### src/bilinear_upscale_wrap_defines.svh
// Assertion macros for the files that check their own logic.
`ifndef BILINEAR_UPSCALE_WRAP_DEFINES_SVH
`define BILINEAR_UPSCALE_WRAP_DEFINES_SVH
`ifndef SYNTH
// Antecedent implies consequent in the same cycle.
`define BU_ASSERT_NOW(lbl, ante, cons) \
    lbl: assert property (@(posedge clk) disable iff (!rst_n) (ante) |-> (cons)) \
        else $error("assertion failed");
// Antecedent implies consequent in the next cycle.
`define BU_ASSERT_NXT(lbl, ante, cons) \
    lbl: assert property (@(posedge clk) disable iff (!rst_n) (ante) |=> (cons)) \
        else $error("assertion failed");
`else
`define BU_ASSERT_NOW(lbl, ante, cons)
`define BU_ASSERT_NXT(lbl, ante, cons)
`endif
`endif

### src/bu_pkg.sv
`timescale 1ns / 1ps
package bu_pkg;

    localparam int RowW   = 11;
    localparam int ColW   = 11;
    localparam int PixW   = 8;
    localparam int ValW   = 16;
    localparam int RowsW  = 9;
    localparam int ScaleW = 4;

    localparam logic [3:0] AddrRows  = 4'h0;
    localparam logic [3:0] AddrCols  = 4'h4;
    localparam logic [3:0] AddrScale = 4'h8;

    localparam logic FuncLoad = 1'b0;

    typedef struct packed {
        logic capture;
        logic load_wr;
        logic div_init;
        logic div_step;
        logic addr;
        logic rd_step;
        logic fdiv_init;
        logic fdiv_step;
        logic post;
    } bu_cmd_t;

    typedef struct packed {
        logic in_is_load;
        logic range_err;
        logic cnt_zero;
        logic rd_done;
        logic out_busy;
    } bu_sts_t;

    typedef enum logic [7:0] {
        ST_IDLE  = 8'b0000_0001,
        ST_LOAD  = 8'b0000_0010,
        ST_CHECK = 8'b0000_0100,
        ST_DIV   = 8'b0000_1000,
        ST_ADDR  = 8'b0001_0000,
        ST_READ  = 8'b0010_0000,
        ST_FINIT = 8'b0100_0000,
        ST_FDIV  = 8'b1000_0000
    } bu_state_t;

endpackage

### src/bu_ctrl.sv
`timescale 1ns / 1ps
module bu_ctrl (
    input  logic             clk,
    input  logic             rst_n,
    input  logic             s_tvalid,
    output logic             s_tready,
    input  bu_pkg::bu_sts_t  sts,
    output bu_pkg::bu_cmd_t  cmd
);

    bu_pkg::bu_state_t state_reg, state_next;

    always_ff @(posedge clk or negedge rst_n)
    begin
        if (!rst_n)
        begin
            state_reg <= bu_pkg::ST_IDLE;
        end
        else
        begin
            state_reg <= state_next;
        end
    end

    // The result is posted from the final divide state or, for an out-of-range
    // read, from the check state once the output register is free.
    always_comb
    begin
        cmd        = '0;
        s_tready   = 1'b0;
        state_next = state_reg;
        case (state_reg)
            bu_pkg::ST_IDLE:
            begin
                s_tready    = 1'b1;
                cmd.capture = s_tvalid;
                if (s_tvalid)
                begin
                    state_next = sts.in_is_load ? bu_pkg::ST_LOAD : bu_pkg::ST_CHECK;
                end
            end
            bu_pkg::ST_LOAD:
            begin
                cmd.load_wr = 1'b1;
                state_next  = bu_pkg::ST_IDLE;
            end
            bu_pkg::ST_CHECK:
            begin
                if (sts.range_err)
                begin
                    if (!sts.out_busy)
                    begin
                        cmd.post   = 1'b1;
                        state_next = bu_pkg::ST_IDLE;
                    end
                end
                else
                begin
                    cmd.div_init = 1'b1;
                    state_next   = bu_pkg::ST_DIV;
                end
            end
            bu_pkg::ST_DIV:
            begin
                cmd.div_step = 1'b1;
                if (sts.cnt_zero)
                begin
                    state_next = bu_pkg::ST_ADDR;
                end
            end
            bu_pkg::ST_ADDR:
            begin
                cmd.addr   = 1'b1;
                state_next = bu_pkg::ST_READ;
            end
            bu_pkg::ST_READ:
            begin
                cmd.rd_step = 1'b1;
                if (sts.rd_done)
                begin
                    state_next = bu_pkg::ST_FINIT;
                end
            end
            bu_pkg::ST_FINIT:
            begin
                cmd.fdiv_init = 1'b1;
                state_next    = bu_pkg::ST_FDIV;
            end
            bu_pkg::ST_FDIV:
            begin
                if (!sts.cnt_zero)
                begin
                    cmd.fdiv_step = 1'b1;
                end
                else
                begin
                    if (!sts.out_busy)
                    begin
                        cmd.post   = 1'b1;
                        state_next = bu_pkg::ST_IDLE;
                    end
                end
            end
            default:
            begin
                state_next = bu_pkg::ST_IDLE;
            end
        endcase
    end

endmodule

### config.mk
export PLATFORM = sky130hd
export DESIGN_NAME = bu_ctrl
export DESIGN_NICKNAME = d
export VERILOG_FILES = /design/src/bilinear_upscale_wrap_defines.svh /design/src/bu_pkg.sv /design/src/bu_ctrl.sv
export SDC_FILE = /design/constraint.sdc
export NUM_CORES = 1
export LEC_CHECK = 0
export ABC_AREA = 1
export BUFFER_PORTS_ARGS = -buffer_cell sky130_fd_sc_hd__buf_2
export CORE_MARGIN = 4
export CORE_UTILIZATION = 49
export DETAILED_ROUTE_END_ITERATION = 10
export GPL_TIMING_DRIVEN = 0
export PLACE_DENSITY_LB_ADDON = 0.25
export SKIP_LAST_GASP = 1
export SYNTH_ARGS = -nofsm -noshare
export SYNTH_HDL_FRONTEND = slang
export SYNTH_SLANG_ARGS = --single-unit
### constraint.sdc
create_clock -name clk -period 1.52 [get_ports clk]
set_input_delay 0.228 -clock clk [delete_from_list [all_inputs] [get_ports clk]]
set_output_delay 0.228 -clock clk [all_outputs]
set_load 0.05 [all_outputs]
==> results of run 1 <==
[kinds of logic after synthesis]
logic type	count (synthesis)	share of synthesized area (%)
buffers and inverters	20	11.5
and+or+nand+nor	63	53.7
AOI/OAI and AO/OA	5	4.01
DFF	8	30.8
[per-stage QoR]
| stage | instances | hold WS, ns | TNS [ns] |
|---|---|---|---|
| 3_3_place_gp | 127 | 0.0813 | -0.151 |
| 4_1_cts | 146 | 0.210 | -1.29 |
| 2_1_floorplan | 96 | -0.0676 | -0.238 |
| 3_5_place_dp | 127 | 0.0795 | -0.191 |
[repair_timing]
| item | 4_1_cts |
|---|---|
| pin swaps | 8 |
| setup buffers | 14 |
| resized for setup | 34 |
| hold buffers | 1 |
| hold endpoints to repair | 7 |
| setup endpoints to repair | 10 |
==> qor.csv, run 1 <==
metric,value,unit
status,did not finish,
stop_stage,global routing,
firstError,"[ERROR DPL-0038] Utilization greater than 100%, impossible to legalize",
yosys-top-cells-area,"dfrtp_1 (27%), nand2_1 (15%), nand2_4 (10%)",
syn_inst,96,
yosysWarnings,0,
synth-edff-count,0,
cts_sinks,8,
ys_seq_area_share,30.8,%
synthesis.area,654,sq um
ys_seq_elements,8,
async_flop_share,100,%
grt_worst_setup_endpoint,cmd[8],
cts_buffers,3,
syn_nets,104,
pre_cts_slack,-0.143,ns
grt_max_degree,9,
synthMostInstantiatedCell,nand2_1,
synth_ff_type,dfrtp_1,
avgSynthCellArea,6.82,sq um
die_w,44.5,um
yosysUniqueCellTypes,18,
yosys-top-cells-count,"nand2_1 (27), inv_1 (11), nor2_1 (11), inv_2 (9), dfrtp_1 (7)",
cts_max_level,1,
fp.dieH,44.5,um
port_buffers,17,
fp-row-count,12,
start_util,55.2,%
worstEpCategory,top-level output,
gp_congestion,0.785,
dp_hpwl,1200,um
pin_count,18,
ctsLongestPathBuffers,2,
synth.top_cell.area_share,26.8,%
dpl-instance-area,801,sq um
yosysTopAreaCell,dfrtp_1,
root_buffer,clkbuf_4,
==> inputs of run 2 (changes only) <==
--- a/config.mk
+++ b/config.mk
@@ -7,11 +7,11 @@
 export LEC_CHECK = 0
 export ABC_AREA = 1
 export BUFFER_PORTS_ARGS = -buffer_cell sky130_fd_sc_hd__buf_2
-export CORE_MARGIN = 4
-export CORE_UTILIZATION = 49
+export CORE_AREA = 4 4 65 67
 export DETAILED_ROUTE_END_ITERATION = 10
+export DIE_AREA = 0 0 69 71
 export GPL_TIMING_DRIVEN = 0
-export PLACE_DENSITY_LB_ADDON = 0.25
+export PLACE_DENSITY_LB_ADDON = 0.15
 export SKIP_LAST_GASP = 1
 export SYNTH_ARGS = -nofsm -noshare
 export SYNTH_HDL_FRONTEND = slang
==> qor.csv, run 2 <==
metric,value,unit,change
cts_buffers,3,,unchanged
drt_first_pass_iters,4,,
synthMostInstantiatedCell,nand2_1,,
ys_seq_elements,8,,unchanged
worstPathRequired,1.29,ns,
die_area,4900,sq um,
total_power,1.95,mW,
layout_setup_ws,-0.176,ns,
cp_cell_sequence,inv_2 -> nand2_4 -> nor2_8 -> nand3_4 -> nand2_2 -> nor3_4 -> buf_6,,
failed_checks,negative setup slack,,
ctsLongestPathBuffers,2,,unchanged
root_buffer,clkbuf_8,,
fp-row-count,22,,+10
synth_ff_type,dfrtp_1,,
avgSynthCellArea,6.82,sq um,unchanged
synth-edff-count,0,,unchanged
worst_pin_slew,0.201,ns,
cts_sinks,8,,unchanged
fillers,399,,
fmax,0.590,GHz,
maxSlewHeadroom,86.5,%,
cap_viol_max_count,0,,
fp.coreArea,3630,sq um,
grt_first_pass_wirelength,3070,um,
cts_tree,yes,,
wl,1890,um,
clk_latency,0.23,ns,
status,"complete, but fails checks",,
layout_commonest_cell,nand2_1,,
reg2reg_depth,11,,
crit_family,flip-flops,,
min_path_type,in2reg,,
drcViolationCount,0,,
yosys-top-cells-area,"dfrtp_1 (27%), nand2_1 (15%), nand2_4 (10%)",,
timing.rr.end,state_reg[4]$_DFFE_PN0P_,,
p_leak,0.648,nW,
startpoint_type,register,,
finalMaxSlewViolations,0,,
die_w,69,um,+55%
rsz0062_at_grt,true,,
cp-startpoint,state_reg[0]$_DFFE_PN1P_,,
slowest_stage,dfstp_2,,
async_flop_share,100,%,unchanged
p_per_area,1570,nW/um^2,
cp-endpoint,cmd[0],,
syn_inst,96,,unchanged
cpPeakStageDelay,0.55,ns,
worstSetupPathType,reg2out,,
syn_nets,104,,unchanged
multiInputGateArea,498,sq um,
wire_per_inst,10.2,um,
hold_ws,0.253,ns,
start_util,18.0,%,-37 points
final_net_count,146,,
finalSetupTns,-1.05,ns,
yosys-top-cells-count,"nand2_1 (27), inv_1 (11), nor2_1 (11), inv_2 (9), dfrtp_1 (7)",,
cts_max_level,1,,unchanged
antenna_found_initial,0,,
yosysUniqueCellTypes,18,,unchanged
fp.dieH,71,um,+59%
pin_count,18,,unchanged
worstPathArrival,1.47,ns,
vias,711,,
grt_pass1_vias,702,,
endpoint_kind,output pin,,
port_buffers,17,,unchanged
hold_viol_final,0,,
drt_iter0_drc,12,,
dp.cells,161,,+27%
holdPathStages,3,,
synth.top_cell.area_share,26.8,%,unchanged
track_usage,7.91,%,
gp_congestion,0.746,,-5.0%
syn_to_final_growth,89.3,%,
path_buf_inv,2,,
ant_nets,0,,
dp_hpwl,1400,um,+17%
reg2reg_slack,0.02,ns,
post_layout_nonfiller_instances,185,,
r2r-start,state_reg[0]$_DFFE_PN1P_,,
ys_seq_area_share,30.8,%,unchanged
fin_crit_sh,112,%,
antenna_cells,0,,
final_core_util,34.1,%,
final_cell_mix,"nand2_1 (19), buf_6 (14), inv_2 (10), buf_4 (10)",,
regArea,203,sq um,
setup_viol,10,,
crit_fanout,6,,
grt-ovfl-total,0,,
drive_gt1_share,64.2,%,
avgViaCountPerCell,3.84,,
yosysWarnings,0,,unchanged
max-vdd-ir-drop,0.555,mV,
largest_reg_flops,8,,
grt_max_degree,9,,
min_period,1.70,ns,
yosysTopAreaCell,dfrtp_1,,
fin_worst_skew,0.00248,ns,
clk_pin_slew_worst_paths,0.04,ns,
cp.depth,7,,
synthesis.area,654,sq um,unchanged
## run 2: cell counts after synthesis
Identical to the previous run, type by type.
## run 2: layer usage
| layer | global-route usage [%] | part of all wire [%] |
|---|---|---|
| met2 | 13.6 | 51 |
| met3 | 0.568 | 3.0 |
| met1 | 9.00 | 43 |
| met5 | 0 | 0 |
| met4 | 6.51 | 3.5 |
## run 2: metrics by stage
stage,area [sq um],setup slack (ns)
after CTS,1120,-0.211
after global placement,843,-0.157
after global routing,1240,-0.275
after detailed placement,843,-0.174
final,1240,-0.176
after floorplan,698,-0.141
## run 2: logic make-up (layout without fill, tap and decap cells)
| group | Yosys count | after routing | share of synthesized area [%] |
|---|---|---|---|
| flip-flops | 8 | 8 | 30.8 |
| buffers and inverters | 20 | 61 | 11.5 |
| AND/OR/NAND/NOR | 63 | 63 | 53.7 |
| AO/OA/AOI/OAI | 5 | 5 | 4.01 |
## run 2: worst min-delay path by stage
| stage | endpoint | from | slack (ns) |
|---|---|---|---|
| 6_report | state_reg[1]$_DFFE_PN0P_ | sts[4] | 0.25 |
| 4_1_cts | state_reg[1]$_DFFE_PN0P_ | sts[4] | 0.24 |
| 3_3_place_gp | state_reg[5]$_DFFE_PN0P_ | rst_n | 0.08 |
| 3_5_place_dp | state_reg[4]$_DFFE_PN0P_ | rst_n | 0.08 |
| 5_1_grt | state_reg[1]$_DFFE_PN0P_ | sts[4] | 0.26 |
| 2_1_floorplan | state_reg[1]$_DFFE_PN0P_ | rst_n | -0.07 |
## run 2: power by group
group          switching [mW]  internal (mW)  total, mW
registers              0.0310          0.266      0.297
clock network          0.0839          0.182      0.266
logic                   0.770          0.615       1.39
total                   0.885           1.06       1.95
## run 2: repair_timing
item / 4_1_cts / 5_1_grt
gates resized for setup: 37 / 21
hold buffers: 1 / 0
pin swaps: 11 / 10
setup endpoints to repair: 10 / 16
buffers inserted: 12 / 8
endpoints found under the hold margin: 7 / 0
## run 2: layout make-up
| cell class | instances | share of cell area [%] |
|---|---|---|
| timing repair buffer | 37 | 28.5 |
| inverter | 20 | 6.46 |
| multi-input combinational | 68 | 40.2 |
| sequential | 8 | 16.4 |
| clock buffer | 4 | 3.64 |
| tap | 48 | 4.85 |
## run 2: worst min-delay path: cells and delay by family
kind	cells	cell delay, ns
buffers and inverters	1	0.11
and+or+nand+nor	2	0.11
No activity file was read; power rests on OpenSTA's default activity.
==> inputs of run 3 (changes only) <==
--- a/config.mk
+++ b/config.mk
@@ -7,9 +7,9 @@
 export LEC_CHECK = 0
 export ABC_AREA = 1
 export BUFFER_PORTS_ARGS = -buffer_cell sky130_fd_sc_hd__buf_2
-export CORE_AREA = 4 4 65 67
+export CORE_AREA = 2 2 63 65
 export DETAILED_ROUTE_END_ITERATION = 10
-export DIE_AREA = 0 0 69 71
+export DIE_AREA = 0 0 65 67
 export GPL_TIMING_DRIVEN = 0
 export PLACE_DENSITY_LB_ADDON = 0.15
 export SKIP_LAST_GASP = 1
==> qor.csv, run 3 (synthesis results as in run 2) <==
metric,value,unit,change
status,"complete, but fails checks",,
failed_checks,negative setup slack,,
drcViolationCount,0,,unchanged
fp-row-count,22,,unchanged
grt_max_degree,9,,unchanged
wl,1940,um,+2.5%
antenna_cells,0,,unchanged
fp.coreArea,3610,sq um,-0.76%
p_sw,0.843,mW,-4.8%
largest_reg_flops,8,,unchanged
timing.rr.end,state_reg[1]$_DFFE_PN0P_,,
maxSlewHeadroom,83.9,%,-2.6 points
layout_setup_ws,-0.181,ns,-0.00484 ns
holdPathStages,3,,unchanged
power_frac_clock,14.8,%,+1.2 points
finalMaxSlewViolations,0,,unchanged
switching_share,45.9,%,+0.44 points
cts_sinks,8,,unchanged
grt-ovfl-total,0,,unchanged
worstPathRequired,1.29,ns,about the same
syn_to_final_growth,90.4,%,
track_usage,9.15,%,+1.2 points
cts_buffers,3,,unchanged
hold_viol_final,0,,unchanged
wire_per_inst,10.2,um,-0.16%
pin_count,18,,unchanged
grt_first_pass_wirelength,2980,um,-2.9%
port_buffers,17,,unchanged
hp-start,sts[4],,
fin_worst_skew,0.00526,ns,+0.00278 ns
crit_fanout,6,,unchanged
grt_pass1_vias,672,,-4.3%
total_power,1.84,mW,-5.7%
min_period,1.70,ns,+0.00484 ns
seq_power_share,16.4,%,+1.1 points
finalSetupTns,-1.21,ns,-0.163 ns
vias,715,,+0.56%
fin_crit_sh,112,%,+0.32 points
p_leak,0.655,nW,+1.0%
rsz0062_at_grt,true,,
setup_viol,15,,+5
p_int,0.995,mW,-6.5%
reg2reg_depth,13,,+2
endpoint_kind,output pin,,
avgViaCountPerCell,3.76,,-2.1%
gp_congestion,0.690,,-7.5%
ant_nets,0,,unchanged
min_to,state_reg[1]$_DFFE_PN0P_,,
combPwrFrac,68.8,%,-2.3 points
final_net_count,151,,+3.4%
worst_pin_slew,0.241,ns,+0.0403 ns
startpoint_type,register,,
drt_first_pass_iters,2,,-2
ctsLongestPathBuffers,2,,unchanged
drt_iter0_drc,9,,-3
max-vdd-ir-drop,0.571,mV,+2.9%
worstPathArrival,1.47,ns,about the same
dp_hpwl,1400,um,about the same
p_per_area,1470,nW/um^2,-6.3%
clk_pin_slew_worst_paths,0.04,ns,about the same
fmax,0.588,GHz,-0.28%
die_area,4360,sq um,-11%
clk_latency,0.23,ns,about the same
cts_tree,yes,,
reg2reg_slack,-0.05,ns,-0.07 ns
final_cell_mix,"nand2_1 (20), buf_4 (19), inv_2 (12), buf_6 (12), nand2_4 (9)",,
die_w,65,um,-5.8%
start_util,18.1,%,+0.14 points
layout_commonest_cell,nand2_1,,
min_path_type,in2reg,,
root_buffer,clkbuf_8,,
cts_max_level,1,,unchanged
r2r-start,state_reg[7]$_DFFE_PN0P_,,
antenna_found_initial,0,,unchanged
drive_gt1_share,65.5,%,+1.3 points
fp.dieH,67,um,-5.6%
worstSetupPathType,reg2out,,
cap_viol_max_count,0,,unchanged
hold_ws,0.241,ns,-0.0115 ns
-- run 3: power by group through the flow --
stage / Clock [mW] / Sequential [mW] / Combinational [mW]
finish: 0.272 / 0.301 / 1.26
global route: 0.287 / 0.304 / 1.37
CTS: 0.274 / 0.300 / 1.12
detailed placement: 0 / 0.310 / 0.875
floorplan: 0 / 0.301 / 0.727
global placement: 0 / 0.311 / 0.881
-- run 3: worst max path at each step --
stage	from	end	slack [ns]	cells after the start
floorplan	state_reg[0]$_DFFE_PN1P_	cmd[8]	-0.14	4
global placement	state_reg[5]$_DFFE_PN0P_	cmd[0]	-0.17	8
detailed placement	state_reg[5]$_DFFE_PN0P_	cmd[0]	-0.17	8
CTS	state_reg[5]$_DFFE_PN0P_	cmd[0]	-0.18	8
global route	state_reg[6]$_DFFE_PN0P_	cmd[0]	-0.27	8
finish	state_reg[2]$_DFFE_PN0P_	cmd[0]	-0.18	8
-- run 3: layout make-up --
cell class                 count  area (sq um)
clock buffer                   4          45.0
fill                         398          2360
inverter                      20          80.1
multi-input combinational     68           492
sequential                     8           201
tap                           48          60.1
timing repair buffer          42           368
-- run 3: worst max-delay path, cell delays in order, from the launching register on --
cell	delay [ns]
dfrtp_1	0.40
inv_2	0.10
nand2_4	0.07
nor2_8	0.14
nand2_2	0.09
nand2_2	0.08
nand2_2	0.06
nor3_4	0.12
buf_6	0.18
-- run 3: what timing repair did --
item                                    4_1_cts  5_1_grt
hold buffers                                  1        0
setup buffers                                12       12
hold endpoints to repair                      7        0
pin swaps                                    10       13
gates cloned                                  0        0
endpoints found under the setup margin       10       16
gates resized for setup                      38       13
-- run 3: layer usage --
metal	share of wire [%]	global-route usage [%]	up-vias
met4	1.9	5.59	0
met3	2.3	0.845	4
met2	53	15.2	11
li1	-	-	381
met5	0	0	-
met1	43	11.4	319
-- run 3: metrics by stage --
step	std cells	util, %	worst slack (ns)	area [sq um]
3_3_place_gp	161	23.4	-0.174	843
4_1_cts	178	30.9	-0.180	1110
5_1_grt	190	34.6	-0.271	1250
2_1_floorplan	96	-	-0.141	698
6_report	190	34.6	-0.181	1250
3_5_place_dp	161	23.4	-0.166	843
